==> src/rtl/core/dcbs_pkg.sv <==
// ----------------------------------------------------------------------------
// dcbs_pkg
// Shared types and constants for the dual codebook bank selector.
// ----------------------------------------------------------------------------
package dcbs_pkg;

  localparam int CbEntries = 16;
  localparam int CbAw      = $clog2(CbEntries);
  localparam int CostW     = 128;
  localparam int CtrW      = 32;
  localparam int ObjW      = 9;
  localparam int ShW       = 11;
  localparam int AmtW      = 7;

  localparam int InDataW   = 64;
  localparam int OutDataW  = 192;
  localparam int OutUserW  = 2;

  // input tdata layout, lowest bit first
  localparam int BankLsb   = 0;
  localparam int SlotLsb   = 1;
  localparam int ValueLsb  = 5;
  localparam int WeightLsb = 13;
  localparam int MantLsb   = 29;
  localparam int ExpLsb    = 45;
  localparam int IdxLsb    = 53;

  localparam logic       ReqEntry   = 1'b0;
  localparam logic       ReqElement = 1'b1;
  localparam logic [7:0] ExpInfNan  = 8'hFF;
  localparam int         QBias      = 38;
  localparam int         LBias      = 19;
  localparam int         NormBias   = 134;
  localparam int         SubnT      = -133;
  localparam int         ShiftLimit = 120;

  typedef enum logic [2:0] {
    ST_IDLE,
    ST_MUL1,
    ST_MUL2,
    ST_SHIFT,
    ST_SUM,
    ST_ACC,
    ST_DECIDE,
    ST_EMIT
  } state_t;

  typedef struct packed {
    logic capture;
    logic mul1;
    logic mul2;
    logic shift;
    logic sum;
    logic acc;
    logic decide;
    logic emit;
  } cmd_t;

  typedef struct packed {
    logic in_elem;
    logic in_idx_ok;
    logic in_last;
    logic last_q;
    logic out_busy;
  } status_t;

endpackage

==> src/rtl/core/dcbs_ctrl.sv <==
// ----------------------------------------------------------------------------
// dcbs_ctrl
// Sequencer: steps each element through the multiply, shift, sum and
// accumulate phases, then decides and emits at the end of a block.
// ----------------------------------------------------------------------------
module dcbs_ctrl
  import dcbs_pkg::*;
(
  input  logic    clk,
  input  logic    rst,
  input  logic    s_tvalid,
  output logic    s_tready,
  input  status_t status,
  output cmd_t    cmd
);

  state_t state;
  state_t state_next;

  always_ff @(posedge clk) begin
    if (rst) begin
      state <= ST_IDLE;
    end else begin
      state <= state_next;
    end
  end

  always_comb begin
    state_next = state;
    cmd        = '0;
    s_tready   = 1'b0;
    unique case (state)
      ST_IDLE: begin
        s_tready    = 1'b1;
        cmd.capture = s_tvalid;
        if (s_tvalid && status.in_elem) begin
          if (status.in_idx_ok) begin
            state_next = ST_MUL1;
          end else if (status.in_last) begin
            state_next = ST_DECIDE;
          end
        end
      end
      ST_MUL1: begin
        cmd.mul1   = 1'b1;
        state_next = ST_MUL2;
      end
      ST_MUL2: begin
        cmd.mul2   = 1'b1;
        state_next = ST_SHIFT;
      end
      ST_SHIFT: begin
        cmd.shift  = 1'b1;
        state_next = ST_SUM;
      end
      ST_SUM: begin
        cmd.sum    = 1'b1;
        state_next = ST_ACC;
      end
      ST_ACC: begin
        cmd.acc    = 1'b1;
        state_next = status.last_q ? ST_DECIDE : ST_IDLE;
      end
      ST_DECIDE: begin
        cmd.decide = 1'b1;
        state_next = ST_EMIT;
      end
      ST_EMIT: begin
        if (!status.out_busy) begin
          cmd.emit   = 1'b1;
          state_next = ST_IDLE;
        end
      end
      default: begin
        state_next = ST_IDLE;
      end
    endcase
  end

endmodule

==> config.mk <==
export PLATFORM = sky130hd
export DESIGN_NAME = dcbs_ctrl
export DESIGN_NICKNAME = d
export VERILOG_FILES = /design/src/rtl/core/dcbs_pkg.sv /design/src/rtl/core/dcbs_ctrl.sv
export SDC_FILE = /design/constraint.sdc
export NUM_CORES = 1
export LEC_CHECK = 0
export BUFFER_PORTS_ARGS = -buffer_cell sky130_fd_sc_hd__buf_2
export CAP_MARGIN = 10
export CORE_AREA = 8 8 45 47
export CTS_BUF_LIST = sky130_fd_sc_hd__clkbuf_8
export CTS_CLUSTER_SIZE = 12
export DETAILED_ROUTE_END_ITERATION = 16
export DIE_AREA = 0 0 53 55
export PLACE_DENSITY_LB_ADDON = 0.1
export SLEW_MARGIN = 0
export SYNTH_ARGS = -nofsm -noshare
export SYNTH_HDL_FRONTEND = slang
export SYNTH_SLANG_ARGS = --single-unit
==> constraint.sdc <==
create_clock -name clk -period 2.25 [get_ports clk]
set_input_delay 0.1125 -clock clk [delete_from_list [all_inputs] [get_ports clk]]
set_output_delay 0.1125 -clock clk [all_outputs]
set_load 0.02 [all_outputs]
; ---- Word level (Yosys, flattened, before mapping)
; Cells that the tools add are included.
[word_totals]
ff_bits = 3
in_bits = 8
output_inout_bits = 9
elab_cells = 30
[classes]
eq_ne = 10
n_mux = 16
n_reduce_logical = 3
[ops]
columns = cell, count
row1 = 3-bit case mux with 8 select lines, 1
row2 = 3-bit 2-to-1 mux, 5
row3 = "3-bit == test, second input constant", 4
row4 = 1-bit 2-to-1 mux, 10
row5 = "3-bit by 2-bit == test with 1-bit output, second input constant", 2
row6 = "2-bit inequality test, second input constant", 2
row7 = "3-bit by 1-bit == test with 1-bit output, second input constant", 1
row8 = 3-bit zero test, 1
row9 = "3-bit inequality test, second input constant", 1
row10 = 3-bit AND reduction, 1
row11 = 1-bit logical AND, 1

; ---- Longest topological paths before layout
[depth]
depth_word = 4
mapped_depth = 4
ltp_nobuf = 3

; ---- Least setup slack after synthesis
; Ideal clock, no wire load.
[synth_timing]
kind = register -> output
from = register state[2]
to = output cmd[7] in the netlist's numbering
arrival_ns = 1.332
required_ns = 2.138
setup_slack_ns = 0.805
stages_incl_launch_ff = 4
path_buffers = 1
cell_sequence = dfxtp_1 > buf_6 > nor3_1 > and2_1
[synth_lines]
columns = element, line_no
row1 = "start, declared", dcbs_ctrl.sv:17  ; state_t state;
row2 = "start signal, assigned", dcbs_ctrl.sv:24  ; state <= state_next;
row3 = "end, declared", dcbs_ctrl.sv:14  ; output cmd_t cmd

==> impl_results.md <==
* Status: complete, no violations
* Antenna violations before repair at 0
* Net Count, Synth at 42
* Yosys reg bits at 3
* Sw Ratio at 0.367
* Worst Max-Slew Pin Slew at 412 ps
* Area Overhead vs Synth at 45.5%
* Largest net degree at the start of global routing at 16
* Clk buf depth at 2
* Initial Utilization at 0.189
* Maxcap violations at 0
* Syn Inst Count at 34
* Seq. cell area at 60.1 um2
* Global-route wire length before repair at ~1.4 mm
* Relative slew margins at 0.718
* Clock Skew at ~1.3 ps
* Syn Area/Cell at approximately 7.7 um2
* Min-Delay Path Class: input pin to flop
* Postcts setup bufs at 0
* Sequential Power Share at 0.248
* VDD IR-drop max at about 0.00026 V
* CP startpoint kind: flop
* Reg clk slew, reported paths at 30 ps
* Placed cell area at 335 um2
* Final Critical Period at 1380 ps
* Final nets at 60
* I/O pins at 17
* Worst Path Max Fanout at 15
* Routed vias/inst at 4.57
* Seq/Total Area, Yosys at 0.230
* Fmax at 723 MHz
* P_sw at around 140 uW
* Final hold slack at 97.6 ps
* Share of cells above drive strength 1 at 0.412
* Post-CTS sizing at 0
* RSZ-0062 raised after global routing: no
* Die width at about 53 um
* Root Driver: clkbuf_8
* Cts bufs inserted at 3
* Synth warnings at 0
* Drt total wl at approximately 850 um
* Arrival time of data at the critical path endpoint at 1270 ps
* Fin. Hold Viols at 0
* Finish-stage setup viols at 0
* Die Ht at 55 um
* Routability cong. at 0.753
* P_int at 236 uW
* WP data required at around 2100 ps
* Crit path kind: flop to output pin
* Total gr overflow at 0
* Post-route ant nets at 0
* Residual DRC count at 0
* TritonCTS clock tree: yes
* Power per Cell Area at 978 nW/um2
* Crit. End Element: output pin
* Wire per inst at 12.7 um
* Die Area at roughly 2900 um2
* Post-Layout Cell Count at 67
* Vias in the first global route at ~320
* Max reg flops at 3
* Area of the multi-input gates at 168 um2
* Htree depth at 1
* Port Buf Inserts at 16
* # rows at 14
* Post-synth design cell area at 262 um2
* FILL cells at 166
* Combinational power share at 0.355
* Placed Cells incl. Taps at 63
* Top cells by area, synth: dfxtp_1, buf_6, nor3_1, a21o_1, o211ai_1
* Finished Cell Area at 380 um2
* Largest regs: state x3
* Clock Power Share at 0.397
* Gr usage total at 0.0644
* First-pass detailed-route iteration total at 4
* Worst skew pair latency at around 210 ps
* ANT cells at 0
* Fin crit share at 0.614
* DRT iter0 DRCs at 7
* Top reg by flops: state
* Detailed-route via count at 306
* Core box area at 1380 um2
* P_leak at 0.187 nW
* CTS Hold Buffers Added at 0
* Clock sinks at 3
* Cell variety after synth at 22
* Top-area cell type share of the netlist area at 0.230
* Cell taking the most area after synthesis: dfxtp_1
* Post-Route Setup TNS at 0 ps
* Slew Limit Fails at 0
* Most common cell after layout, fill and taps aside: buf_2
-- worst paths after layout --
check                                      startpoint               endpoint  slack (ps)  cells past startpoint
worst max-delay path            state[0]$_SDFFE_PP0P_                 cmd[7]         870                      3
worst min-delay path                              rst  state[1]$_SDFFE_PP0P_         100                      2
worst max register to register  state[0]$_SDFFE_PP0P_  state[1]$_SDFFE_PP0P_         890                      3
worst min register to register  state[0]$_SDFFE_PP0P_  state[1]$_SDFFE_PP0P_         700                      2
-- critical path: stages, from the launching register on --
cell and delay, ps:
dfxtp_1 420, nor3_1 310, and2_1 170, buf_2 160
-- cell type report --
class	count	share of cell area
Clock buffer	3	0.109
Tap cell	16	0.0526
Timing Repair Buffer	16	0.211
Multi-Input combinational cell	26	0.441
Sequential cell	3	0.158
Clock inverter	1	0.00987
Inverter	2	0.0197
-- cell families (layout without fill, tap and decap cells) --
group	Yosys count	after routing	share of synthesized area
AOI/OAI and AO/OA	11	11	0.306
buffers and inverters	5	22	0.129
and+or+nand+nor	15	15	0.335
DFF	3	3	0.230
-- cells in the mapped netlist, drive strengths merged --
library cell	n
a2111oi	1
a21boi	1
a21o	2
a21oi	2
a311oi	1
a31oi	1
and2	1
and3	3
buf	2
clkbuf	1
dfxtp	3
inv	2
nand2	3
nand2b	1
nand4	1
nor2	1
nor3	3
nor3b	1
o211ai	2
o31a	1
or4	1
-- layer usage --
layer | share of wire | up-vias | global-route usage
met5 | 0 | - | 0
met4 | 0 | 0 | 0.0388
met3 | 0.071 | 0 | 0.0348
met2 | 0.47 | 10 | 0.0957
met1 | 0.46 | 135 | 0.0711
li1 | - | 161 | -
-- power groups by stage --
stage	clock (mW)	sequential (mW)	combinational [mW]
2_1_floorplan	0	0.0708	0.122
3_3_place_gp	0	0.0923	0.135
3_5_place_dp	0	0.0929	0.133
4_1_cts	0.153	0.0923	0.134
5_1_grt	0.164	0.0961	0.145
6_report	0.148	0.0923	0.132
-- through the flow --
step | util | setup WS (ps) | total power [mW]
2_1_floorplan | - | 805 | 0.193
3_3_place_gp | 0.242 | 922 | 0.227
3_5_place_dp | 0.242 | 894 | 0.226
4_1_cts | 0.275 | 853 | 0.379
5_1_grt | 0.275 | 768 | 0.405
6_report | 0.275 | 867 | 0.372
(Power assumes the default switching activity.)
